===== src/hdl/cdcu_pkg.sv =====
// ---------------------------------------------------------------------------
// Countdown / count-up time display: shared package
// Widths, codes, item types and constants used across the core.
// ---------------------------------------------------------------------------
`default_nettype none

package cdcu_pkg;

   // Time arithmetic width (times are taken modulo 2^TIME_WIDTH)
   localparam int TIME_WIDTH       = 32;

   // Port field widths
   localparam int NOW_WIDTH        = 32;
   localparam int TARGET_WIDTH     = 32;
   localparam int THRESH_WIDTH     = 16;
   localparam int BLINK_WIDTH      = 8;
   localparam int FLASH_WIDTH      = 9;
   localparam int DAYS_WIDTH       = 16;
   localparam int HOURS_WIDTH      = 5;
   localparam int MINUTES_WIDTH    = 6;
   localparam int SECS_WIDTH       = 6;
   localparam int REQ_DATA_WIDTH   = 32;
   localparam int RSP_DATA_WIDTH   = 40;
   localparam int CSR_ADDR_WIDTH   = 2;
   localparam int CSR_DATA_WIDTH   = 32;

   // Seconds per unit
   localparam int SECS_PER_DAY     = 86400;
   localparam int SECS_PER_HOUR    = 3600;
   localparam int SECS_PER_MIN     = 60;

   // Register indexes
   localparam logic [CSR_ADDR_WIDTH-1:0] CSR_TARGET    = 2'd0;
   localparam logic [CSR_ADDR_WIDTH-1:0] CSR_THRESHOLD = 2'd1;
   localparam logic [CSR_ADDR_WIDTH-1:0] CSR_BLINK     = 2'd2;

   localparam logic [THRESH_WIDTH-1:0] THRESH_RESET = 16'd10;

   typedef enum logic [1:0] {
      STATUS_TIME     = 2'd0,
      STATUS_INVERT   = 2'd1,
      STATUS_PLAIN    = 2'd2,
      STATUS_FINISHED = 2'd3
   } status_type;

   typedef enum logic [1:0] {
      LAYOUT_SS       = 2'd0,
      LAYOUT_MMSS     = 2'd1,
      LAYOUT_HHMMSS   = 2'd2,
      LAYOUT_DHHMMSS  = 2'd3
   } layout_type;

   typedef logic [TIME_WIDTH-1:0] time_type;

   // Day quotient: 86400 > 2^16, so the quotient fits TIME_WIDTH-16 bits
   localparam int DAYQ_WIDTH     = TIME_WIDTH - 16;
   localparam int DAYX_WIDTH     = (DAYQ_WIDTH > DAYS_WIDTH) ? DAYQ_WIDTH : DAYS_WIDTH;
   localparam int DAY_PROD_WIDTH = TIME_WIDTH + DAYQ_WIDTH;
   localparam int DAY_REM_WIDTH  = 17;   // below 86400
   localparam int HOUR_REM_WIDTH = 12;   // below 3600

   typedef logic [DAYQ_WIDTH-1:0]     dayq_type;
   typedef logic [DAYX_WIDTH-1:0]     dayx_type;
   typedef logic [DAY_PROD_WIDTH-1:0] day_prod_type;
   typedef logic [DAY_REM_WIDTH-1:0]  day_rem_type;
   typedef logic [HOUR_REM_WIDTH-1:0] hour_rem_type;
   typedef logic [DAYS_WIDTH-1:0]     days_type;
   typedef logic [SECS_WIDTH-1:0]     secs_type;

   // Reciprocal floor(2^TIME_WIDTH / 86400); quotient estimate is low by at most one
   localparam logic [TIME_WIDTH:0] DAY_SCALE      = (TIME_WIDTH+1)'(1) << TIME_WIDTH;
   localparam logic [TIME_WIDTH:0] DAY_RECIP_FULL = DAY_SCALE / (TIME_WIDTH+1)'(SECS_PER_DAY);
   localparam dayq_type            DAY_RECIP      = DAY_RECIP_FULL[DAYQ_WIDTH-1:0];

   // Front to back queue
   localparam int QUEUE_DEPTH     = 2;
   localparam int QUEUE_PTR_WIDTH = $clog2(QUEUE_DEPTH);
   localparam int QUEUE_CNT_WIDTH = $clog2(QUEUE_DEPTH + 1);

   typedef logic [QUEUE_PTR_WIDTH-1:0] queue_ptr_type;
   typedef logic [QUEUE_CNT_WIDTH-1:0] queue_cnt_type;

   // One classified item: status, critical flag and duration to split
   typedef struct packed {
      status_type status;
      logic       critical;
      time_type   duration;
   } job_type;

   function automatic time_type now_to_time(input logic [NOW_WIDTH-1:0] v);
      return time_type'(v);
   endfunction

   function automatic time_type thr_to_time(input logic [THRESH_WIDTH-1:0] v);
      return time_type'(v);
   endfunction

endpackage

`default_nettype wire


===== src/hdl/cdcu_front.sv =====
// ---------------------------------------------------------------------------
// Countdown / count-up time display: front end
// Holds the registers and tick state, classifies each tick into a job.
// ---------------------------------------------------------------------------
`default_nettype none

module cdcu_front (
   input  wire logic                                  clock,
   input  wire logic                                  reset,
   // register write port
   input  wire logic                                  csr_we,
   input  wire logic [cdcu_pkg::CSR_ADDR_WIDTH-1:0]   csr_addr,
   input  wire logic [cdcu_pkg::CSR_DATA_WIDTH-1:0]   csr_wdata,
   // tick items
   input  wire logic                                  req_tvalid,
   output logic                                       req_tready,
   input  wire logic [cdcu_pkg::REQ_DATA_WIDTH-1:0]   req_tdata,   // [31:0] now_seconds
   // jobs to queue
   output logic                                       job_valid,
   input  wire logic                                  job_ready,
   output cdcu_pkg::job_type                          job
);

   logic [cdcu_pkg::TARGET_WIDTH-1:0] target_ff;
   logic [cdcu_pkg::THRESH_WIDTH-1:0] threshold_ff;
   logic [cdcu_pkg::BLINK_WIDTH-1:0]  blink_ff;
   cdcu_pkg::time_type                start_ff, start_in;
   logic                              start_valid_ff, start_valid_in;
   logic [cdcu_pkg::FLASH_WIDTH-1:0]  flash_ff, flash_in;

   cdcu_pkg::time_type now_t;
   cdcu_pkg::time_type tgt_t;
   cdcu_pkg::time_type base_t;
   cdcu_pkg::time_type dur_t;
   logic               accept;

   assign now_t      = cdcu_pkg::now_to_time(req_tdata[cdcu_pkg::NOW_WIDTH-1:0]);
   assign tgt_t      = cdcu_pkg::now_to_time(target_ff);
   assign job_valid  = req_tvalid;
   assign req_tready = job_ready;
   assign accept     = req_tvalid && job_ready;

   // Register writes
   always_ff @(posedge clock) begin
      if (reset) begin
         target_ff    <= '0;
         threshold_ff <= cdcu_pkg::THRESH_RESET;
         blink_ff     <= '0;
      end else if (csr_we) begin
         unique case (csr_addr)
            cdcu_pkg::CSR_TARGET:    target_ff    <= csr_wdata[cdcu_pkg::TARGET_WIDTH-1:0];
            cdcu_pkg::CSR_THRESHOLD: threshold_ff <= csr_wdata[cdcu_pkg::THRESH_WIDTH-1:0];
            cdcu_pkg::CSR_BLINK:     blink_ff     <= csr_wdata[cdcu_pkg::BLINK_WIDTH-1:0];
            default: ;
         endcase
      end
   end

   // Classify the tick: countdown, expiry flashing, finished, or count-up
   always_comb begin
      job            = '{status: cdcu_pkg::STATUS_TIME, critical: 1'b0, duration: '0};
      start_in       = start_ff;
      start_valid_in = start_valid_ff;
      flash_in       = flash_ff;
      base_t         = start_valid_ff ? start_ff : now_t;
      dur_t          = '0;
      if (tgt_t != '0) begin
         if (now_t < tgt_t) begin
            dur_t        = tgt_t - now_t;
            job.duration = dur_t;
            job.critical = (threshold_ff != '0) &&
                           (dur_t <= cdcu_pkg::thr_to_time(threshold_ff));
         end else if (flash_ff < {blink_ff, 1'b0}) begin
            // even flashes inverted, odd ones plain
            job.status = flash_ff[0] ? cdcu_pkg::STATUS_PLAIN : cdcu_pkg::STATUS_INVERT;
            flash_in   = flash_ff + 1'b1;
         end else begin
            job.status = cdcu_pkg::STATUS_FINISHED;
         end
      end else begin
         // count-up, start latched on first tick; elapsed saturates at zero
         start_in       = base_t;
         start_valid_in = 1'b1;
         if (now_t >= base_t) begin
            dur_t = now_t - base_t;
         end
         job.duration = dur_t;
      end
   end

   // Tick state
   always_ff @(posedge clock) begin
      if (reset) begin
         start_valid_ff <= 1'b0;
         flash_ff       <= '0;
      end else if (accept) begin
         start_valid_ff <= start_valid_in;
         flash_ff       <= flash_in;
      end
   end

   always_ff @(posedge clock) begin
      if (accept) begin
         start_ff <= start_in;
      end
   end

endmodule

`default_nettype wire


===== src/hdl/cdcu_queue.sv =====
// ---------------------------------------------------------------------------
// Countdown / count-up time display: job queue
// Short flip-flop FIFO, front to back; push and pop share a cycle unless full or empty.
// ---------------------------------------------------------------------------
`default_nettype none

module cdcu_queue (
   input  wire logic              clock,
   input  wire logic              reset,
   input  wire logic              in_valid,
   output logic                   in_ready,
   input  wire cdcu_pkg::job_type in_job,
   output logic                   out_valid,
   input  wire logic              out_ready,
   output cdcu_pkg::job_type      out_job
);

   cdcu_pkg::job_type       entry_ff [cdcu_pkg::QUEUE_DEPTH];
   cdcu_pkg::queue_ptr_type wr_ptr_ff, wr_ptr_in;
   cdcu_pkg::queue_ptr_type rd_ptr_ff, rd_ptr_in;
   cdcu_pkg::queue_cnt_type count_ff, count_in;
   logic                    push;
   logic                    pop;

   assign in_ready  = (count_ff != cdcu_pkg::queue_cnt_type'(cdcu_pkg::QUEUE_DEPTH));
   assign out_valid = (count_ff != '0);
   assign out_job   = entry_ff[rd_ptr_ff];
   assign push      = in_valid && in_ready;
   assign pop       = out_valid && out_ready;

   // Pointer and fill count (depth is a power of two, pointers wrap)
   always_comb begin
      wr_ptr_in = push ? wr_ptr_ff + 1'b1 : wr_ptr_ff;
      rd_ptr_in = pop  ? rd_ptr_ff + 1'b1 : rd_ptr_ff;
      count_in  = count_ff;
      if (push && !pop) begin
         count_in = count_ff + 1'b1;
      end else if (pop && !push) begin
         count_in = count_ff - 1'b1;
      end
   end

   always_ff @(posedge clock) begin
      if (reset) begin
         wr_ptr_ff <= '0;
         rd_ptr_ff <= '0;
         count_ff  <= '0;
      end else begin
         wr_ptr_ff <= wr_ptr_in;
         rd_ptr_ff <= rd_ptr_in;
         count_ff  <= count_in;
      end
   end

   always_ff @(posedge clock) begin
      if (push) begin
         entry_ff[wr_ptr_ff] <= in_job;
      end
   end

endmodule

`default_nettype wire


===== src/hdl/cdcu_back.sv =====
// ---------------------------------------------------------------------------
// Countdown / count-up time display: back end
// Five-stage pipeline splitting a duration into days, hours, minutes, secs.
// ---------------------------------------------------------------------------
`default_nettype none

module cdcu_back (
   input  wire logic                                 clock,
   input  wire logic                                 reset,
   input  wire logic                                 job_valid,
   output logic                                      job_pop,
   input  wire cdcu_pkg::job_type                    job,
   output logic                                      rsp_tvalid,
   input  wire logic                                 rsp_tready,
   // [1:0] status, [17:2] days, [22:18] hours, [28:23] minutes,
   // [34:29] secs, [36:35] layout, [37] critical, [39:38] zero
   output logic [cdcu_pkg::RSP_DATA_WIDTH-1:0]       rsp_tdata
);

   // Stage 1: reciprocal product for the day quotient
   logic                         v1_ff;
   cdcu_pkg::status_type         st1_ff;
   logic                         cr1_ff;
   cdcu_pkg::time_type           d1_ff;
   cdcu_pkg::day_prod_type       p1_ff, p1_in;
   // Stage 2: quotient estimate and its multiple of 86400
   logic                         v2_ff;
   cdcu_pkg::status_type         st2_ff;
   logic                         cr2_ff;
   cdcu_pkg::time_type           d2_ff;
   cdcu_pkg::dayq_type           q2_ff, q2_in;
   cdcu_pkg::time_type           c2_ff, c2_in;
   // Stage 3: corrected days and remainder of the day
   logic                         v3_ff;
   cdcu_pkg::status_type         st3_ff;
   logic                         cr3_ff;
   cdcu_pkg::dayq_type           days3_ff, days3_in;
   cdcu_pkg::day_rem_type        rd3_ff, rd3_in;
   // Stage 4: hours and remainder of the hour
   logic                         v4_ff;
   cdcu_pkg::status_type         st4_ff;
   logic                         cr4_ff;
   cdcu_pkg::dayq_type           days4_ff;
   logic [cdcu_pkg::HOURS_WIDTH-1:0] hours4_ff, hours4_in;
   cdcu_pkg::hour_rem_type       rh4_ff, rh4_in;
   // Stage 5: output register
   logic                         v5_ff;
   cdcu_pkg::status_type         st5_ff;
   logic                         cr5_ff;
   cdcu_pkg::days_type           days5_ff, days5_in;
   logic [cdcu_pkg::HOURS_WIDTH-1:0]   hours5_ff;
   logic [cdcu_pkg::MINUTES_WIDTH-1:0] min5_ff, min5_in;
   cdcu_pkg::secs_type           sec5_ff, sec5_in;
   cdcu_pkg::layout_type         lay5_ff, lay5_in;

   cdcu_pkg::time_type           r3;
   cdcu_pkg::day_rem_type        rem_h;
   cdcu_pkg::hour_rem_type       rem_m;
   cdcu_pkg::dayx_type           days_x;
   logic                         adv;

   // Whole pipeline moves together when the output register frees up
   assign adv     = !v5_ff || rsp_tready;
   assign job_pop = adv && job_valid;

   // Stage 1 logic
   assign p1_in = cdcu_pkg::day_prod_type'(job.duration) *
                  cdcu_pkg::day_prod_type'(cdcu_pkg::DAY_RECIP);

   // Stage 2 logic
   assign q2_in = p1_ff[cdcu_pkg::TIME_WIDTH +: cdcu_pkg::DAYQ_WIDTH];
   assign c2_in = cdcu_pkg::time_type'(q2_in) *
                  cdcu_pkg::time_type'(cdcu_pkg::SECS_PER_DAY);

   // Stage 3 logic: estimate is low by at most one day
   always_comb begin
      r3 = d2_ff - c2_ff;
      if (r3 >= cdcu_pkg::time_type'(cdcu_pkg::SECS_PER_DAY)) begin
         days3_in = q2_ff + 1'b1;
         rd3_in   = cdcu_pkg::day_rem_type'(r3 - cdcu_pkg::time_type'(cdcu_pkg::SECS_PER_DAY));
      end else begin
         days3_in = q2_ff;
         rd3_in   = cdcu_pkg::day_rem_type'(r3);
      end
   end

   // Stage 4 logic: restoring division by 3600, one quotient bit a step
   always_comb begin
      rem_h     = rd3_ff;
      hours4_in = '0;
      for (int b = cdcu_pkg::HOURS_WIDTH - 1; b >= 0; b--) begin
         if (rem_h >= (cdcu_pkg::day_rem_type'(cdcu_pkg::SECS_PER_HOUR) << b)) begin
            rem_h         = rem_h - (cdcu_pkg::day_rem_type'(cdcu_pkg::SECS_PER_HOUR) << b);
            hours4_in[b]  = 1'b1;
         end
      end
      rh4_in = cdcu_pkg::hour_rem_type'(rem_h);
   end

   // Stage 5 logic: minutes by restoring division, layout, day saturation
   always_comb begin
      rem_m   = rh4_ff;
      min5_in = '0;
      for (int b = cdcu_pkg::MINUTES_WIDTH - 1; b >= 0; b--) begin
         if (rem_m >= (cdcu_pkg::hour_rem_type'(cdcu_pkg::SECS_PER_MIN) << b)) begin
            rem_m      = rem_m - (cdcu_pkg::hour_rem_type'(cdcu_pkg::SECS_PER_MIN) << b);
            min5_in[b] = 1'b1;
         end
      end
      sec5_in = cdcu_pkg::secs_type'(rem_m);

      days_x = cdcu_pkg::dayx_type'(days4_ff);
      if (days_x > cdcu_pkg::dayx_type'({cdcu_pkg::DAYS_WIDTH{1'b1}})) begin
         days5_in = '1;
      end else begin
         days5_in = cdcu_pkg::days_type'(days_x);
      end

      if (days4_ff != '0) begin
         lay5_in = cdcu_pkg::LAYOUT_DHHMMSS;
      end else if (hours4_ff != '0) begin
         lay5_in = cdcu_pkg::LAYOUT_HHMMSS;
      end else if (min5_in != '0) begin
         lay5_in = cdcu_pkg::LAYOUT_MMSS;
      end else begin
         lay5_in = cdcu_pkg::LAYOUT_SS;
      end
   end

   // Valid chain
   always_ff @(posedge clock) begin
      if (reset) begin
         v1_ff <= 1'b0;
         v2_ff <= 1'b0;
         v3_ff <= 1'b0;
         v4_ff <= 1'b0;
         v5_ff <= 1'b0;
      end else if (adv) begin
         v1_ff <= job_valid;
         v2_ff <= v1_ff;
         v3_ff <= v2_ff;
         v4_ff <= v3_ff;
         v5_ff <= v4_ff;
      end
   end

   // Stage payloads
   always_ff @(posedge clock) begin
      if (adv) begin
         st1_ff    <= job.status;
         cr1_ff    <= job.critical;
         d1_ff     <= job.duration;
         p1_ff     <= p1_in;

         st2_ff    <= st1_ff;
         cr2_ff    <= cr1_ff;
         d2_ff     <= d1_ff;
         q2_ff     <= q2_in;
         c2_ff     <= c2_in;

         st3_ff    <= st2_ff;
         cr3_ff    <= cr2_ff;
         days3_ff  <= days3_in;
         rd3_ff    <= rd3_in;

         st4_ff    <= st3_ff;
         cr4_ff    <= cr3_ff;
         days4_ff  <= days3_ff;
         hours4_ff <= hours4_in;
         rh4_ff    <= rh4_in;

         st5_ff    <= st4_ff;
         cr5_ff    <= cr4_ff;
         days5_ff  <= days5_in;
         hours5_ff <= hours4_ff;
         min5_ff   <= min5_in;
         sec5_ff   <= sec5_in;
         lay5_ff   <= lay5_in;
      end
   end

   assign rsp_tvalid = v5_ff;
   assign rsp_tdata  = {2'b00, cr5_ff, lay5_ff, sec5_ff, min5_ff, hours5_ff, days5_ff, st5_ff};

endmodule

`default_nettype wire


===== src/hdl/countdown_countup_time_display_core.sv =====
// ---------------------------------------------------------------------------
// Countdown / count-up time display core
// Turns time ticks into a day/hour/minute/second display item per tick.
// ---------------------------------------------------------------------------
//  channel  | direction | handshake              | payload
//  req_     | in        | req_tvalid/req_tready  | now_seconds
//  rsp_     | out       | rsp_tvalid/rsp_tready  | status, days, hours, minutes, secs,
//           |           |                        | layout, critical
//  csr_     | in        | csr_we                 | register index and data
//
//  One tick per cycle sustained while rsp_tready stays high. The front
//  classifies a tick in the cycle it is taken; a two-entry queue and a
//  five-stage split pipeline follow, and rsp_tvalid rises once the tick
//  reaches the output register of the back end. The day split is a reciprocal
//  multiply with one correction; hours and minutes take restoring steps.
//  Reset clears tick state, all valid flags and registers; threshold resets to 10.
//  A stalled output holds the pipeline; the queue absorbs two more ticks.
// ---------------------------------------------------------------------------
`default_nettype none

module countdown_countup_time_display_core (
   input  wire logic                                 clock,
   input  wire logic                                 reset,
   input  wire logic                                 csr_we,
   input  wire logic [cdcu_pkg::CSR_ADDR_WIDTH-1:0]  csr_addr,
   input  wire logic [cdcu_pkg::CSR_DATA_WIDTH-1:0]  csr_wdata,
   input  wire logic                                 req_tvalid,
   output logic                                      req_tready,
   input  wire logic [cdcu_pkg::REQ_DATA_WIDTH-1:0]  req_tdata,  // [31:0] now_seconds
   output logic                                      rsp_tvalid,
   input  wire logic                                 rsp_tready,
   // [1:0] status, [17:2] days, [22:18] hours, [28:23] minutes,
   // [34:29] secs, [36:35] layout, [37] critical, [39:38] zero
   output logic [cdcu_pkg::RSP_DATA_WIDTH-1:0]       rsp_tdata
);

   logic              fq_valid, fq_ready;
   cdcu_pkg::job_type fq_job;
   logic              qb_valid, qb_pop;
   cdcu_pkg::job_type qb_job;

   cdcu_front u_front (
      .clock      (clock),
      .reset      (reset),
      .csr_we     (csr_we),
      .csr_addr   (csr_addr),
      .csr_wdata  (csr_wdata),
      .req_tvalid (req_tvalid),
      .req_tready (req_tready),
      .req_tdata  (req_tdata),
      .job_valid  (fq_valid),
      .job_ready  (fq_ready),
      .job        (fq_job)
   );

   cdcu_queue u_queue (
      .clock     (clock),
      .reset     (reset),
      .in_valid  (fq_valid),
      .in_ready  (fq_ready),
      .in_job    (fq_job),
      .out_valid (qb_valid),
      .out_ready (qb_pop),
      .out_job   (qb_job)
   );

   cdcu_back u_back (
      .clock      (clock),
      .reset      (reset),
      .job_valid  (qb_valid),
      .job_pop    (qb_pop),
      .job        (qb_job),
      .rsp_tvalid (rsp_tvalid),
      .rsp_tready (rsp_tready),
      .rsp_tdata  (rsp_tdata)
   );

endmodule

`default_nettype wire

===== config.mk =====
export PLATFORM = sky130hd
export DESIGN_NAME = countdown_countup_time_display_core
export DESIGN_NICKNAME = d
export VERILOG_FILES = /design/src/hdl/cdcu_pkg.sv /design/src/hdl/cdcu_front.sv /design/src/hdl/cdcu_queue.sv /design/src/hdl/cdcu_back.sv /design/src/hdl/countdown_countup_time_display_core.sv
export SDC_FILE = /design/constraint.sdc
export NUM_CORES = 2
export LEC_CHECK = 0
export ABC_AREA = 1
export BUFFER_PORTS_ARGS = -buffer_cell sky130_fd_sc_hd__buf_2
export CORE_MARGIN = 1
export CORE_UTILIZATION = 25
export CTS_BUF_LIST = sky130_fd_sc_hd__clkbuf_16
export CTS_CLUSTER_DIAMETER = 60
export DETAILED_ROUTE_END_ITERATION = 8
export GPL_ROUTABILITY_DRIVEN = 0
export SLEW_MARGIN = 10
export SYNTH_ARGS = -nofsm -noshare
export SYNTH_HDL_FRONTEND = slang
export SYNTH_HIERARCHICAL = 1
export SYNTH_SLANG_ARGS = --single-unit

===== constraint.sdc =====
create_clock -name clock -period 19.7 [get_ports clock]
set_input_delay 2.955 -clock clock [delete_from_list [all_inputs] [get_ports clock]]
set_output_delay 2.955 -clock clock [all_outputs]
set_load 0.03 [all_outputs]

==> flow_metrics.py <==
metrics = {
    "route": {
        "wl_per_cell_um": 13.5,
        "drc": 0,
        "drtAntennaViolNets": 0,
        "drtIter0Drc": 1270,
        "first_pass_iters": 5,
        "vias": 25600,
        "drt-total-wl_um": 79300,
        "via_per_inst": 4.37,
    },
    "worst_setup_path": {
        "cp_slowest_stage_delay_ns": 0.55,
        "critical_path_buf_inv_count": 5,
        "worst_path_max_delay_cell": "fa_1",
        "arrival_ns": 7.03,
        "critPathKind": "reg -> reg",
        "end_kind": "flip-flop",
        "critical_path_required_ns": 20.11,
        "cp-start-kind": "flip-flop",
        "crit_family": "adder cells",
        "critPathMaxFanout": 29,
        "critical_path.cell_chain": "buf_4 > mux2_2 > inv_1 > fa_1 > inv_1 > ha_1 > ha_1 > inv_1 > fa_1 > fa_1 > inv_1 > fa_1 > ha_1 > nand2_1 > nor4_1 > nand2_1 > a21oi_1 > o211ai_1 > nand2_1 > a31oi_1 > o31ai_1 > a21oi_1 > xnor2_1",
    },
    "synth": {
        "synthesis.area_um2": 34600,
        "synth-edff-count": 338,
        "ys_ff_latch": 414,
        "syn_avg_cell_area_um2": 8.88,
        "synth_cell_type_count": 57,
        "synth_largest_area_cell": "edfxtp_1",
        "synthArstFlopShare_pct": 0,
        "yosysWarnings": 6,
        "synth_top_area_share_pct": 29.4,
        "synth.cells.most_frequent": "inv_1, nand2_1, ha_1",
        "synth_ff_type": "edfxtp_1",
        "synthTopCellsByArea": "edfxtp_1, ha_1, fa_1",
        "ys_seq_area_share_pct": 33.8,
        "synth.most_common_cell": "inv_1",
        "synth_cells": 3893,
    },
    "sta": {
        "finClkSkew_ns": 0.0358,
        "hold_viol": 0,
        "fin_ws_ns": 13.08,
        "finalSetupTns_ns": 0,
        "slew_headroom_pct": 32.3,
        "rsz0062_at_grt": "false",
        "worst_pin_slew_ns": 1.02,
        "clock.fmax_mhz": 151,
        "finalSetupViolCount": 0,
        "post-route-min-period_ns": 6.62,
        "maxSlewViolCount": 0,
        "timing.final.crit_share_pct": 33.6,
    },
    "die": {
        "die-area_um2": 140000,
        "die_width_um": 374,
        "core_um2": 137000,
        "die_h_um": 374,
        "pin_count": 113,
        "start_util_pct": 25.2,
        "row_count": 136,
    },
    "clocking": {
        "post_cts_buffers": 0,
        "insertion_delay_ns": 0.66,
        "root_buffer": "clkbuf_16",
        "clk_pin_slew_worst_paths_ns": 0.06,
        "numClockSinks": 414,
        "cts_buffers": 56,
        "ctsHoldBuffers": 0,
        "cts_tree": "done",
        "h-tree-depth": 2,
        "cts_max_path_buffers": 3,
        "postCtsResizedCells": 0,
    },
    "layout": {
        "antenna_cells": 0,
        "fillCellCount": 14500,
        "area_growth_pct": 12.9,
        "layout-drive-gt1-share_pct": 11.1,
        "seq_area_um2": 11700,
        "multi_input_area_um2": 19700,
        "nets": 4685,
    },
    "global_route": {
        "track_usage_pct": 11.3,
        "grt_max_degree": 87,
        "antenna_found_initial": 11,
        "first_global_vias": 25400,
        "grt_pass1_wl_um": 129000,
        "overflow": 0,
    },
    "flow_run": {
        "cap_violations": 0,
    },
    "placement": {
        "place_ws_ns": 13.03,
        "port_buffers": 110,
        "hpwl_um": 64100,
    },
    "outcome": {
        "status": "finished clean",
    },
    "hold_path": {
        "min_path_type": "reg -> reg",
    },
}
cell type report:
type                       count  area share, %
multi-input combinational   2678           50.6
sequential                   414           29.9
inverter                     754           7.27
tap                         1794           5.75
clock buffer                  57           3.65
timing repair buffer         120           1.60
clock inverter                49           1.25
metrics by stage:
stage	utilization (%)	hold WS [ns]	instance area, um2	cells
final	28.4	0.414	39000	5866
after global routing	28.4	0.425	39000	5866
after CTS	28.4	0.418	39000	5866
after detailed placement	27.0	0.405	37100	5760
after global placement	27.0	0.401	37100	5760
after floorplan	-	0.400	34600	3894
cells in the final DEF, fill, tap and decap left out, types with 8 or more instances in the layout:
| master | instances |
|---|---|
| or2_2 | 32 |
| nor2_2 | 24 |
| fa_1 | 163 |
| o211ai_1 | 8 |
| mux2_4 | 30 |
| inv_8 | 10 |
| a31oi_1 | 10 |
| clkinv_1 | 8 |
| clkbuf_16 | 57 |
| o21bai_1 | 20 |
| edfxtp_1 | 338 |
| dfxtp_1 | 75 |
| nand2_1 | 663 |
| xor2_1 | 117 |
| inv_1 | 728 |
| o21ai_1 | 32 |
| ha_1 | 427 |
| nor2_4 | 9 |
| buf_2 | 110 |
| a21o_1 | 9 |
| nor2_1 | 261 |
| nor4_1 | 21 |
| o21a_1 | 9 |
| nand3_1 | 132 |
| nand4_1 | 66 |
| nand3b_1 | 16 |
| nand2_4 | 13 |
| a21oi_1 | 220 |
| nor3_1 | 27 |
| nand2_2 | 58 |
| xnor2_1 | 52 |
| buf_4 | 10 |
| o21ai_0 | 185 |
| nand3_2 | 13 |
| inv_2 | 29 |
worst reg2reg max path, cell delays in order, from the launching register on:
cell and delay (ns):
dfxtp_2 0.44, buf_4 0.48, mux2_2 0.47, inv_1 0.22
fa_1 0.46, inv_1 0.07, ha_1 0.22, ha_1 0.30
inv_1 0.07, fa_1 0.43, fa_1 0.55, inv_1 0.05
fa_1 0.47, ha_1 0.32, nand2_1 0.07, nor4_1 0.41
nand2_1 0.10, a21oi_1 0.15, o211ai_1 0.10, nand2_1 0.14
a31oi_1 0.13, o31ai_1 0.43, a21oi_1 0.15, xnor2_1 0.15
sequential cells by signal, indices dropped and copies added, names as in the netlist, 17 cells and up, named ones only:
signal / flops
u_back/d2_ff: 32
u_queue/entry_ff: 70
u_back/d1_ff: 32
u_back/rd3_ff: 17
u_back/c2_ff: 24
u_front/target_ff: 32
u_front/start_ff: 32
path summary, 6_finish.rpt:
path	startpoint	slack [ns]	cells after the start	to
hold reg to reg	u_back/d1_ff[30]	0.41	0	u_back/d2_ff[30]
setup / recovery	flip-flop	13.08	23	u_back/p1_ff[42]
hold / removal	u_back/d1_ff[30]	0.41	0	u_back/d2_ff[30]
setup reg to reg	flip-flop	13.08	23	u_back/p1_ff[42]
cells by family after synthesis:
| group | share of synthesized area (%) |
|---|---|
| AND/OR/NAND/NOR | 18.1 |
| buffers and inverters | 9.17 |
| adder cells (fa/ha/maj) | 24.9 |
| AO/OA/AOI/OAI | 8.33 |
| flip-flops | 33.8 |
| XOR/XNOR | 4.28 |
| multiplexers | 1.47 |
| other | 0.0109 |
metal layers:
layer | global-route usage (%) | part of all wire (%) | vias to the layer above
met4 | 3.82 | 3.2 | 0
li1 | - | - | 13100
met2 | 19.0 | 46 | 485
met1 | 14.8 | 47 | 11900
met5 | 0 | 0 | -
met3 | 1.49 | 4.0 | 162
Power is left out: the tool's default activity adds up to more than one toggle a clock period on the data nets, which glitch-free logic cannot reach.
